==> config.mk <==
export PLATFORM = sky130hd
export DESIGN_NAME = arqe_div
export DESIGN_NICKNAME = d
export VERILOG_FILES = /design/src/rtl/angle_rate_quadratic_estimator_top_assert.svh /design/src/rtl/arqe_pkg.sv /design/src/rtl/arqe_div.sv
export SDC_FILE = /design/constraint.sdc
export NUM_CORES = 1
export LEC_CHECK = 0
export BUFFER_PORTS_ARGS = -buffer_cell sky130_fd_sc_hd__buf_4
export CORE_MARGIN = 8
export CORE_UTILIZATION = 35
export DETAILED_ROUTE_END_ITERATION = 8
export GPL_TIMING_DRIVEN = 0
export HOLD_SLACK_MARGIN = 0.02
export PLACE_DENSITY_LB_ADDON = 0.08
export SETUP_SLACK_MARGIN = 0.4
export SLEW_MARGIN = 25
export SYNTH_ARGS = -nofsm -noshare
export SYNTH_HDL_FRONTEND = slang
export SYNTH_SLANG_ARGS = --single-unit
==> constraint.sdc <==
create_clock -name clk -period 23.2 [get_ports clk]
set_input_delay 2.32 -clock clk [delete_from_list [all_inputs] [get_ports clk]]
set_output_delay 2.32 -clock clk [all_outputs]
set_load 0.01 [all_outputs]
==> src/rtl/angle_rate_quadratic_estimator_top_assert.svh <==
// ----------------------------------------------------------------------------
// Assertion macros for the angle rate quadratic estimator.
// ----------------------------------------------------------------------------
`ifndef ANGLE_RATE_QUADRATIC_ESTIMATOR_TOP_ASSERT_SVH
`define ANGLE_RATE_QUADRATIC_ESTIMATOR_TOP_ASSERT_SVH

// Consequent must hold in the same cycle as the antecedent.
`define ARQE_ASSERT_IMPL(lbl, clk, rst_n, ante, cons) \
  lbl: assert property (@(posedge clk) disable iff (!rst_n) (ante) |-> (cons)) \
    else $error("assertion failed");

// Consequent must hold in the cycle after the antecedent.
`define ARQE_ASSERT_NEXT(lbl, clk, rst_n, ante, cons) \
  lbl: assert property (@(posedge clk) disable iff (!rst_n) (ante) |=> (cons)) \
    else $error("assertion failed");

`endif

==> src/rtl/arqe_pkg.sv <==
// ----------------------------------------------------------------------------
// arqe_pkg
// Types, constants and helpers shared by the estimator and its divider.
// ----------------------------------------------------------------------------
package arqe_pkg;

  // Number of sample points; the point field is six bits wide.
  localparam int POINTS = 64;
  localparam int PT_AW  = (POINTS > 1) ? $clog2(POINTS) : 1;

  // Divider numerator width: a 62-bit magnitude times a 32-bit magnitude.
  localparam int DIV_NUM_W = 94;
  // Quotient bits produced per divider step, and steps per division.
  localparam int DIV_RADIX = 4;
  localparam int DIV_STEPS = 64 / DIV_RADIX;

  localparam logic [63:0] QCLAMP = 64'h1000_0000_0000_0000;
  localparam logic signed [63:0] MAX48 = 64'sh0000_7FFF_FFFF_FFFF;
  localparam logic signed [63:0] MIN48 = -64'sh0000_8000_0000_0000;

  // History row of one point: slot 2 is the newest pair.
  typedef struct packed {
    logic [31:0] a0;
    logic [31:0] t0;
    logic [31:0] a1;
    logic [31:0] t1;
    logic [31:0] a2;
    logic [31:0] t2;
  } row_t;

  // Request to the shared divider.
  typedef struct packed {
    logic                 start;
    logic                 neg;
    logic [DIV_NUM_W-1:0] num;
    logic [31:0]          den;
  } div_req_t;

  typedef enum logic [3:0] {
    ST_IDLE,
    ST_EVAL,
    ST_DIV,
    ST_DIVW,
    ST_MUL_LO,
    ST_MUL_HI,
    ST_MUL_SUM,
    ST_FIN,
    ST_OUT
  } st_t;

  typedef enum logic [1:0] {
    OP_D01,
    OP_D12,
    OP_RATE,
    OP_ACCEL
  } op_t;

  localparam logic ACT_PREDICT = 1'b0;
  localparam logic ACT_UPDATE  = 1'b1;

  // Magnitude of a 33-bit signed difference.
  function automatic logic [31:0] abs33(input logic signed [32:0] v);
    logic signed [32:0] n;
    n = -v;
    return v[32] ? n[31:0] : v[31:0];
  endfunction

  // Magnitude of a 64-bit signed value known to stay within 2^61.
  function automatic logic [61:0] abs64(input logic signed [63:0] v);
    logic signed [63:0] n;
    n = -v;
    return v[63] ? n[61:0] : v[61:0];
  endfunction

  // Saturate to 48 bits signed.
  function automatic logic signed [47:0] sat48(input logic signed [63:0] v);
    logic signed [63:0] r;
    if (v > MAX48) begin
      r = MAX48;
    end else if (v < MIN48) begin
      r = MIN48;
    end else begin
      r = v;
    end
    return r[47:0];
  endfunction

endpackage

==> src/rtl/arqe_div.sv <==
// ----------------------------------------------------------------------------
// arqe_div
// Restoring divider, four quotient bits a cycle, with rounding and clamp.
// ----------------------------------------------------------------------------
module arqe_div import arqe_pkg::*; (
  input  logic               clk,
  input  logic               rst_n,
  input  div_req_t           req,
  output logic               done,
  output logic signed [63:0] quo
);

  logic        run_r,  run_nxt;
  logic        fin_r,  fin_nxt;
  logic        done_r, done_nxt;
  logic [3:0]  cnt_r;
  logic        big_r;
  logic        neg_r;
  logic [31:0] den_r;
  logic [32:0] rem_r;
  logic [63:0] sh_r;
  logic [63:0] q_r;
  logic signed [63:0] quo_r;

  logic [32:0] rem_step;
  logic [DIV_RADIX-1:0] qbits;
  logic [63:0] q_rnd;
  logic [63:0] q_fin;
  logic [32:0] rem_dbl;

  // Four dependent compare-and-subtract steps on a 33-bit remainder.
  always_comb begin
    logic [32:0] r;
    r = rem_r;
    for (int k = 0; k < DIV_RADIX; k++) begin
      r = {r[31:0], sh_r[63-k]};
      if (r >= {1'b0, den_r}) begin
        r = r - {1'b0, den_r};
        qbits[DIV_RADIX-1-k] = 1'b1;
      end else begin
        qbits[DIV_RADIX-1-k] = 1'b0;
      end
    end
    rem_step = r;
  end

  // Round to nearest, ties away from zero, then clamp the magnitude.
  assign rem_dbl = {rem_r[31:0], 1'b0};
  assign q_rnd   = q_r + ((rem_dbl >= {1'b0, den_r}) ? 64'd1 : 64'd0);
  assign q_fin   = (big_r || (q_rnd > QCLAMP)) ? QCLAMP : q_rnd;

  // Control flags.
  always_comb begin
    run_nxt  = run_r;
    fin_nxt  = 1'b0;
    done_nxt = 1'b0;
    if (req.start) begin
      run_nxt = 1'b1;
    end else if (run_r && (cnt_r == 4'(DIV_STEPS - 1))) begin
      run_nxt = 1'b0;
      fin_nxt = 1'b1;
    end
    if (fin_r) begin
      done_nxt = 1'b1;
    end
  end

  always_ff @(posedge clk) begin
    if (!rst_n) begin
      run_r  <= 1'b0;
      fin_r  <= 1'b0;
      done_r <= 1'b0;
    end else begin
      run_r  <= run_nxt;
      fin_r  <= fin_nxt;
      done_r <= done_nxt;
    end
  end

  // Datapath.
  always_ff @(posedge clk) begin
    if (req.start) begin
      den_r <= req.den;
      neg_r <= req.neg;
      big_r <= req.num >= DIV_NUM_W'({req.den, 61'b0});
      rem_r <= 33'(req.num[DIV_NUM_W-1:64]);
      sh_r  <= req.num[63:0];
      q_r   <= '0;
      cnt_r <= '0;
    end else if (run_r) begin
      rem_r <= rem_step;
      sh_r  <= {sh_r[63-DIV_RADIX:0], {DIV_RADIX{1'b0}}};
      q_r   <= {q_r[63-DIV_RADIX:0], qbits};
      cnt_r <= cnt_r + 4'd1;
    end
    if (fin_r) begin
      quo_r <= neg_r ? -$signed(q_fin) : $signed(q_fin);
    end
  end

  assign done = done_r;
  assign quo  = quo_r;

endmodule

* Word-level counts from Yosys, hierarchy flattened
Cells that the tools add are included.
Storage, ports and cells: logic and storage cells 52, flip-flop bits (word level) 265, input port bits 130
Operators by class: mux-type cells 19, $lt $le $gt $ge 7, add/sub/neg operators 7, reductions and logical operators 5, equal/unequal tests 1, bitwise gates (word level) 1
Operator list (count):
- 2-to-1 mux 64 bit | 4
- greater-or-equal comparator 33 x 32 -> 1 bit | 5
- 2-to-1 mux 32 bit | 4
- subtractor 32 bit | 4
- greater-or-equal comparator 94 x 93 -> 1 bit | 1
- adder 64 x 1 -> 64 bit | 1
- > comparator 64 x 61 -> 1 bit, second input constant | 1
- negator 64 bit | 1
- 2-to-1 mux 30 bit | 2
- 2-to-1 mux 1 bit | 9
- adder 4 x 1 -> 4 bit, second input constant | 1
- == test 4 bit, second input constant | 1
- nonzero test 2 bit | 2
- OR reduction 2 bit | 1
- logical AND 1 bit | 1
- logical OR 1 bit | 1
- NOT 1 bit | 1

* Depth between registers and ports, before layout
Gate-level depths: netlist of the first run.
word-level depth 10, mapped depth 55

* Worst setup path after synthesis of the first run
No wires, ideal clock.
path kind register -> register, from register den_r[30], to register rem_r[13] (data pin), library setup time 135 ps, cell stages (with the launch flop) 55, data arrival time 11798 ps, path slack 11268 ps, period minus slack after synthesis 11932 ps, cells stage by stage edfxtp_1 > inv_1 > ha_1 > clkbuf_2 > a21o_1 > a211oi_1 > nor2b_1 > a31oi_1 > a21oi_1 > and3_1 > clkbuf_1 > clkbuf_1 > clkbuf_1 > nor2_1 > a21oi_1 > inv_1 > ha_1 > clkbuf_1 > [19 not listed] > a21oi_1 > o21a_1 > buf_2 > mux2i_1 > ha_1 > nor2b_1 > o31a_1 > o21a_1 > o41ai_1 > a21oi_1 > a41o_1 > nor4_1 > o41ai_1 > a32oi_1 > o211ai_4 > buf_4 > or3b_2 > nand3_1
Between the ends: longest elaborated chain between the ends 10, elaborated cells on any way between the ends 14
RTL lines:
- start, declared | line arqe_div.sv:19 | logic [31:0] den_r;
- start signal, assigned | line arqe_div.sv:83 | den_r <= req.den;
- subtractor 32 bit / greater-or-equal comparator 33 x 32 -> 1 bit (equally long branches) | line arqe_div.sv:38, arqe_div.sv:37
- 2-to-1 mux 32 bit | line arqe_div.sv:37 | if (r >= {1'b0, den_r}) begin
- subtractor 32 bit / greater-or-equal comparator 33 x 32 -> 1 bit (equally long branches) | line arqe_div.sv:38, arqe_div.sv:37
- 2-to-1 mux 32 bit | line arqe_div.sv:37
- greater-or-equal comparator 33 x 32 -> 1 bit / subtractor 32 bit (equally long branches) | line arqe_div.sv:37, arqe_div.sv:38
- 2-to-1 mux 32 bit | line arqe_div.sv:37
- subtractor 32 bit / greater-or-equal comparator 33 x 32 -> 1 bit (equally long branches) | line arqe_div.sv:38, arqe_div.sv:37
- 2-to-1 mux 32 bit (*) | line arqe_div.sv:37
- 2-to-1 mux 30 bit (*) | line arqe_div.sv:90 | end else if (run_r) begin
- 2-to-1 mux 30 bit (*) | line arqe_div.sv:82 | if (req.start) begin
- end signal, assigned | line arqe_div.sv:86 | rem_r <= 33'(req.num[DIV_NUM_W-1:64]);
- end signal, assigned | line arqe_div.sv:91 | rem_r <= rem_step;
- end, declared | line arqe_div.sv:20 | logic [32:0] rem_r;
Every way passes the cells marked *; elsewhere a longest branch is shown, timed or not. The select of a mux whose other input is x is not followed. A chain may end at the register's enable or synchronous reset.

* Final worst setup path of the first run
from register den_r[18], to register rem_r[19] (data pin)
The elaborated chain is that of the path after synthesis.

==> flow_metrics.env, run 1 <==
export IMPL_hp_start="cnt_r[3]"
export IMPL_rsz0062_at_grt="no"
export IMPL_number_of_i_o_port_buffers=194
export IMPL_setup_violations_final=0
export IMPL_floorplan_io_pins=195
export IMPL_leftover_overflow_at_the_end_of_global_routing=0
export IMPL_post_synth_cell_area_avg_sq_um=8.888
export IMPL_synth_largest_area_cell="sky130_fd_sc_hd__edfxtp_1"
export IMPL_route_final_wire_length_um=83550
export IMPL_run_status="finished clean"
export IMPL_first_global_vias=20260
export IMPL_synthesis_nets=2859
export IMPL_number_of_antenna_violations_at_the_first_check_in_global_routing=1
export IMPL_grt_met1_usage=0.3069
export IMPL_fmax_mhz=55.31
export IMPL_via_count_normalized_by_instance_count=5.618
export IMPL_netlist_top_cells_area="sky130_fd_sc_hd__edfxtp_1 25%, sky130_fd_sc_hd__ha_1 9.0%, sky130_fd_sc_hd__dfxtp_1 6.4%"
export IMPL_async_flop_share=0
export IMPL_timing_critical_path_fanout_max=10
export IMPL_post_synth_top_area_share=0.2533
export IMPL_avgRoutedWirePerCell_um=22.73
export IMPL_drtAntennaViolNets=0
export IMPL_slew_headroom=0.3055
export IMPL_hold_end="fin_r"
export IMPL_clkLatencyLatePin_ns=0.55
export IMPL_row_cnt=93
export IMPL_grtUsageTotal=0.2184
export IMPL_r2r_cells=50
export IMPL_yosys_mux_area_fraction=0.09905
export IMPL_timing_critical_path_slowest_stage_cell="sky130_fd_sc_hd__o41ai_1"
export IMPL_type_of_element_capturing_the_critical_path="flop"
export IMPL_yosysWarningCount=0
export IMPL_synth_cell_types=91
export IMPL_cts_buffer_depth=3
export IMPL_place_detailed_hpwl_um=68180
export IMPL_h_tree_levels=2
export IMPL_fraction_of_the_mapped_netlist_area_in_adder_cells=0.09367
export IMPL_critical_path_required_ns=23.44
export IMPL_pin_count_of_the_biggest_net_entering_global_routing=57
export IMPL_min_period_over_period=0.7793
export IMPL_nets=3093
export IMPL_drv_cap=0
export IMPL_clk_pin_slew_ns=0.06
export IMPL_worst_setup_path_start_kind="flop"
export IMPL_floorplan_die_width_um=271.0
export IMPL_cts_inserted_buffers=34
export IMPL_crit_reg2reg_launch="den_r[18]"
export IMPL_synthToLayoutAreaGrowth_pct=16.28
export IMPL_final_hold_viol_count=0
export IMPL_reg2reg_to="rem_r[19]"
export IMPL_min_path_type="flop to flop"
export IMPL_ctsResizeCount=0
export IMPL_main_combinational_cell_family_by_area_after_synthesis="simple AND/OR/NAND/NOR gates"
export IMPL_synth_xor_area_share=0.08157
export IMPL_yosys_area_share_simple=0.1865
export IMPL_die_h_um=271.0
export IMPL_synth_yosys_seq_area_share=0.3175
export IMPL_tightestPinTransition_ns=1.042
export IMPL_insertedDiodeCount=0
export IMPL_synth_compound_gate_area_share=0.1737
export IMPL_synth_main_ff_cell="sky130_fd_sc_hd__edfxtp_1"
export IMPL_summed_instance_area_of_the_synthesized_netlist_sq_um=22760
export IMPL_met2_track_demand_over_resource=0.3289
export IMPL_synth_cells=2561
export IMPL_grt_util_met3=0.05108
export IMPL_number_of_enable_flip_flop_cells_after_synthesis=192
export IMPL_fp_dieArea_sq_um=73450
export IMPL_postSynthRegisterBits=265
export IMPL_postCtsHoldBufs=0
export IMPL_postCtsSetupBuffers=0
export IMPL_clock_skew_ns=0.02626
export IMPL_clock_root_cell="sky130_fd_sc_hd__clkbuf_16"
export IMPL_core_area_sq_um=64350
export IMPL_worst_endpoint_arrival_ns=18.32
export IMPL_timing_critical_path_mode_cell="sky130_fd_sc_hd__clkbuf_1"
export IMPL_initial_utilization=0.3537
export IMPL_drt_pre_antenna_iters=8
export IMPL_grt_first_pass_wirelength_um=125200
export IMPL_r2r_setup_slack_ns=5.12
export IMPL_worst_path_largest_cell_delay_ns=0.87
export IMPL_top_usage_layer="met2"
export IMPL_worst_hold_path_num_cells=2
export IMPL_vias=20650
export IMPL_final_min_clock_period_ns=18.08
export IMPL_timing_max_transition_violations_final=0
export IMPL_detail_route_iter0_violations=1735
export IMPL_kind_of_critical_path="flop to flop"
export IMPL_final_layout_size_suffix_gt1_frac=0.1613
export IMPL_numClockSinks=265
export IMPL_gp_routability_congestion=0.9152
export IMPL_drt_drc=0
export IMPL_clock_tree_from_tritoncts="yes"
export IMPL_final_setup_tns_ns=0
## cell usage after synthesis (7+ instances only)
library cell	instances
sky130_fd_sc_hd__a211o_1	8
sky130_fd_sc_hd__a211oi_1	27
sky130_fd_sc_hd__a21o_1	56
sky130_fd_sc_hd__a21oi_1	148
sky130_fd_sc_hd__a221o_1	24
sky130_fd_sc_hd__a31o_2	16
sky130_fd_sc_hd__a31oi_1	29
sky130_fd_sc_hd__a41oi_1	7
sky130_fd_sc_hd__and2_1	17
sky130_fd_sc_hd__and3_1	30
sky130_fd_sc_hd__and4_1	8
sky130_fd_sc_hd__buf_1	8
sky130_fd_sc_hd__buf_2	26
sky130_fd_sc_hd__buf_4	8
sky130_fd_sc_hd__clkbuf_1	95
sky130_fd_sc_hd__dfxtp_1	73
sky130_fd_sc_hd__edfxtp_1	192
sky130_fd_sc_hd__ha_1	164
sky130_fd_sc_hd__inv_1	130
sky130_fd_sc_hd__mux2_2	114
sky130_fd_sc_hd__mux2i_1	97
sky130_fd_sc_hd__nand2_1	177
sky130_fd_sc_hd__nand2b_1	19
sky130_fd_sc_hd__nand3_1	71
sky130_fd_sc_hd__nand4_1	60
sky130_fd_sc_hd__nor2_1	260
sky130_fd_sc_hd__nor2b_1	17
sky130_fd_sc_hd__nor3_1	55
sky130_fd_sc_hd__nor3b_1	18
sky130_fd_sc_hd__nor4_1	36
sky130_fd_sc_hd__o211ai_1	15
sky130_fd_sc_hd__o21a_1	28
sky130_fd_sc_hd__o21ai_0	137
sky130_fd_sc_hd__o21bai_1	14
sky130_fd_sc_hd__o31ai_1	16
sky130_fd_sc_hd__o41ai_1	8
sky130_fd_sc_hd__or2_2	10
sky130_fd_sc_hd__or3_1	16
sky130_fd_sc_hd__or4_1	11
sky130_fd_sc_hd__xnor2_1	124
sky130_fd_sc_hd__xor2_1	88
## flip-flops by register name, indices dropped and copies added (netlist names)
signal	flops
q_r	64
fin_r	1
den_r	32
quo	64
cnt_r	4
done	1
big_r	1
rem_r	32
sh_r	64
neg_r	1
run_r	1
## worst max-delay path, delay by kind of cell, from the launching register on
| kind | cells | cell delay [ns] |
|---|---|---|
| and+or+nand+nor | 14 | 3.59 |
| DFF | 1 | 0.38 |
| buffers and inverters | 11 | 5.36 |
| adders and majority gates | 4 | 1.31 |
| AOI/OAI and AO/OA | 17 | 5.90 |
| muxes | 4 | 1.18 |
## layer usage
| metal | routed length, um | part of all wire | vias to the layer above |
|---|---|---|---|
| li1 | - | - | 9946 |
| met1 | 39390 | 0.47 | 9906 |
| met2 | 35260 | 0.42 | 696 |
| met3 | 6323 | 0.076 | 104 |
| met4 | 2575 | 0.031 | 0 |
| met5 | 0 | 0 | - |
## cell usage in the layout, fill, tap and decap left out, drive strengths merged, types with 12 or more instances in the layout
master    n
a211oi   28
a21o     56
a21oi   148
a221o    24
a31o     16
a31oi    30
and2     18
and3     30
buf     242
clkbuf  142
clkinv   12
dfxtp    73
edfxtp  192
ha      164
inv     132
mux2    114
mux2i    97
nand2   178
nand2b   19
nand3    75
nand4    61
nor2    260
nor2b    17
nor3     56
nor3b    20
nor4     41
o211ai   16
o21a     28
o21ai   141
o21bai   15
o31ai    16
or3      16
or4      13
xnor2   124
xor2     88
## layout make-up
cell class / instances / area (sq um)
fill: 6506 / 37880
multi-input combinational: 2026 / 14460
sequential: 265 / 7231
timing repair buffer: 198 / 1531
tap: 855 / 1070
clock buffer: 46 / 948.4
buffer: 140 / 604.3
inverter: 130 / 488.0
clock inverter: 16 / 137.6
## per-stage QoR
stage               cells  setup slack [ns]    util  area, sq um  hold slack (ns)
finish               3676             5.121  0.4113        26470           0.5280
global route         3676             4.359  0.4113        26470           0.5632
CTS                  3676             5.507  0.4113        26470           0.5283
detailed placement   3614             5.580  0.3944        25380           0.5061
global placement     3610             5.412  0.3930        25290           0.4905
floorplan            2561             11.27       -        22760           0.4701
## how the worst max path moves through the flow
stage | startpoint | endpoint | slack (ns) | depth (start not counted)
3_5_place_dp | den_r[22] | rem_r[19] | 5.58 | 51
6_report | den_r[18] | rem_r[19] | 5.12 | 50
4_1_cts | den_r[22] | rem_r[19] | 5.51 | 53
3_3_place_gp | den_r[18] | rem_r[19] | 5.41 | 53
2_1_floorplan | den_r[30] | rem_r[13] | 11.27 | 54
5_1_grt | den_r[18] | rem_r[19] | 4.36 | 53
## kinds of logic (layout without fill, tap and decap cells)
kind of cell / count (synthesis) / after routing
flops: 265 / 265
simple gates: 840 / 840
buf+inv: 270 / 530
xor+xnor: 212 / 212
mux: 211 / 211
fa+ha+maj: 168 / 168
compound gates: 595 / 595
Power of run 1 is left out: the tool's default activity adds up to more than one toggle a clock period on the data nets, which glitch-free logic cannot reach.
==> inputs of run 2 (changes only) <==
clock period = 17.02 ns   (was 23.2 ns; I/O delays follow)
==> run 2 against run 1 <==
Global-route usage about the same. Core utilization increased by 0.084 points. Design area increased by 0.20%. Count of clock-buffer cells in the layout unchanged. Register-to-register slack got worse by 4.2 ns. First-iteration DRC count increased by 1.3%. Via count increased by 0.25%. Critical path type unchanged.
==> flow_metrics.env, run 2 (synthesis gave the netlist of run 1 again) <==
export IMPL_run_status="finished clean"
export IMPL_rsz0062_at_grt="no"
export IMPL_die_h_um=271.0
export IMPL_floorplan_die_width_um=271.0
export IMPL_critPathBufInv=11
export IMPL_kind_of_critical_path="flop to flop"
export IMPL_type_of_element_capturing_the_critical_path="flop"
export IMPL_vias=20700
export IMPL_row_cnt=93
export IMPL_final_cell_mix="260 x sky130_fd_sc_hd__nor2_1, 203 x sky130_fd_sc_hd__buf_4, 192 x sky130_fd_sc_hd__edfxtp_1"
export IMPL_clock_tree_from_tritoncts="yes"
export IMPL_synthToLayoutAreaGrowth_pct=16.52
export IMPL_tightestPinTransition_ns=1.075
export IMPL_h_tree_levels=2
export IMPL_reg2reg_to="rem_r[30]"
export IMPL_crit_reg2reg_launch="den_r[18]"
export IMPL_final_setup_tns_ns=0
export IMPL_endpoint="rem_r[30]"
export IMPL_filler_cells=6516
export IMPL_min_period_over_period=0.9476
export IMPL_postCtsSetupBuffers=0
export IMPL_final_seq_area_sq_um=7231
export IMPL_fp_dieArea_sq_um=73450
export IMPL_final_min_clock_period_ns=16.13
export IMPL_dpl_ws_ns=-0.6005
export IMPL_avgRoutedWirePerCell_um=22.75
export IMPL_timing_critical_path_slowest_stage_cell="sky130_fd_sc_hd__nor4b_1"
export IMPL_fmax_mhz=62.00
export IMPL_number_of_i_o_port_buffers=194
export IMPL_timing_max_transition_violations_final=0
export IMPL_floorplan_io_pins=195
export IMPL_critical_path_required_ns=17.39
export IMPL_drt_drc=0
export IMPL_pin_count_of_the_biggest_net_entering_global_routing=57
export IMPL_clkLatencyLatePin_ns=0.55
export IMPL_place_detailed_hpwl_um=68180
export IMPL_numClockSinks=265
export IMPL_clock_root_cell="sky130_fd_sc_hd__clkbuf_16"
export IMPL_cp_num_cells=49
export IMPL_cts_inserted_buffers=34
export IMPL_initial_utilization=0.3537
export IMPL_gp_routability_congestion=0.9152
export IMPL_timing_critical_path_fanout_max=10
export IMPL_final_layout_size_suffix_gt1_frac=0.1663
export IMPL_cts_buffer_depth=3
export IMPL_r2r_cells=49
export IMPL_final_hold_viol_count=0
export IMPL_drv_cap=0
export IMPL_grtUsageTotal=0.2186
export IMPL_drtAntennaViolNets=0
export IMPL_detail_route_iter0_violations=1758
export IMPL_most_common_library_cell_in_the_layout_ignoring_fill_and_taps="sky130_fd_sc_hd__nor2_1"
export IMPL_core_area_sq_um=64350
export IMPL_r2r_setup_slack_ns=0.89
export IMPL_multi_input_area_sq_um=14490
export IMPL_route_final_wire_length_um=83620
export IMPL_cpLargestDelayFamily="compound AO/OA/AOI/OAI gates"
export IMPL_leftover_overflow_at_the_end_of_global_routing=0
export IMPL_first_global_vias=20280
export IMPL_worst_endpoint_arrival_ns=16.50
export IMPL_worst_setup_path_start_kind="flop"
export IMPL_via_count_normalized_by_instance_count=5.632
export IMPL_clk_pin_slew_ns=0.06
export IMPL_nets=3093
export IMPL_number_of_antenna_violations_at_the_first_check_in_global_routing=1
export IMPL_slew_headroom=0.2831
export IMPL_clock_skew_ns=0.02731
export IMPL_layout_setup_ws_ns=0.8919
export IMPL_worst_path_largest_cell_delay_ns=0.86
export IMPL_cp_launch_point="den_r[18]"
export IMPL_setup_violations_final=0
export IMPL_finish_utilization=0.4122
export IMPL_grt_first_pass_wirelength_um=125300
export IMPL_drt_pre_antenna_iters=5
export IMPL_insertedDiodeCount=0
export IMPL_min_path_type="flop to flop"
[run 2: cell types whose count changed in the layout (fill, tap and decap cells not counted), sizes merged]
| cell | delta |
|---|---|
| clkbuf | -1 |
| clkdlybuf4s15 | +1 |
[run 2: layer usage]
layer,global-route usage,share of wire
met1,0.3066,0.47
met2,0.3286,0.42
met3,0.05161,0.076
met4,0.06720,0.030
met5,0,0
[run 2: worst min-delay path, delay by kind of cell, from the launching register on]
kind             cells  cell delay, ns
multiplexers         1            0.07
AND/OR/NAND/NOR      1            0.08
flip-flops           1            0.35
[run 2: cell type report]
cell class	count	share of cell area
Multi-Input combinational cell	2026	0.5465
Sequential cell	265	0.2726
Timing Repair Buffer	198	0.05774
Tap cell	855	0.04034
Clock buffer	46	0.03576
Buffer	140	0.02345
Inverter	130	0.01840
Clock inverter	16	0.005189
[run 2: repair_timing]
item                                    CTS  global route
resized for setup                         9            11
hold buffers                              0             0
endpoints found under the hold margin     0             0
endpoints found under the setup margin   33            33
[run 2: worst min path at each step]
| stage | start | to | slack [ns] | cells past startpoint |
|---|---|---|---|---|
| 3_3_place_gp | cnt_r[3] | fin_r | 0.49 | 2 |
| 4_1_cts | cnt_r[3] | fin_r | 0.53 | 2 |
| 3_5_place_dp | cnt_r[3] | fin_r | 0.51 | 2 |
| 5_1_grt | sh_r[0] | sh_r[4] | 0.56 | 1 |
| 6_report | cnt_r[1] | cnt_r[1] | 0.54 | 2 |
| 2_1_floorplan | rem_r[31] | rem_r[31] | 0.47 | 2 |
[run 2: per-stage QoR]
| stage | cells | area [sq um] | hold WS [ns] |
|---|---|---|---|
| 3_5_place_dp | 3614 | 25380 | 0.5061 |
| 5_1_grt | 3676 | 26520 | 0.5632 |
| 2_1_floorplan | 2561 | 22760 | 0.4701 |
| 4_1_cts | 3676 | 26490 | 0.5283 |
| 3_3_place_gp | 3610 | 25290 | 0.4905 |
| 6_report | 3676 | 26520 | 0.5364 |
Power of run 2 is left out for the same reason.
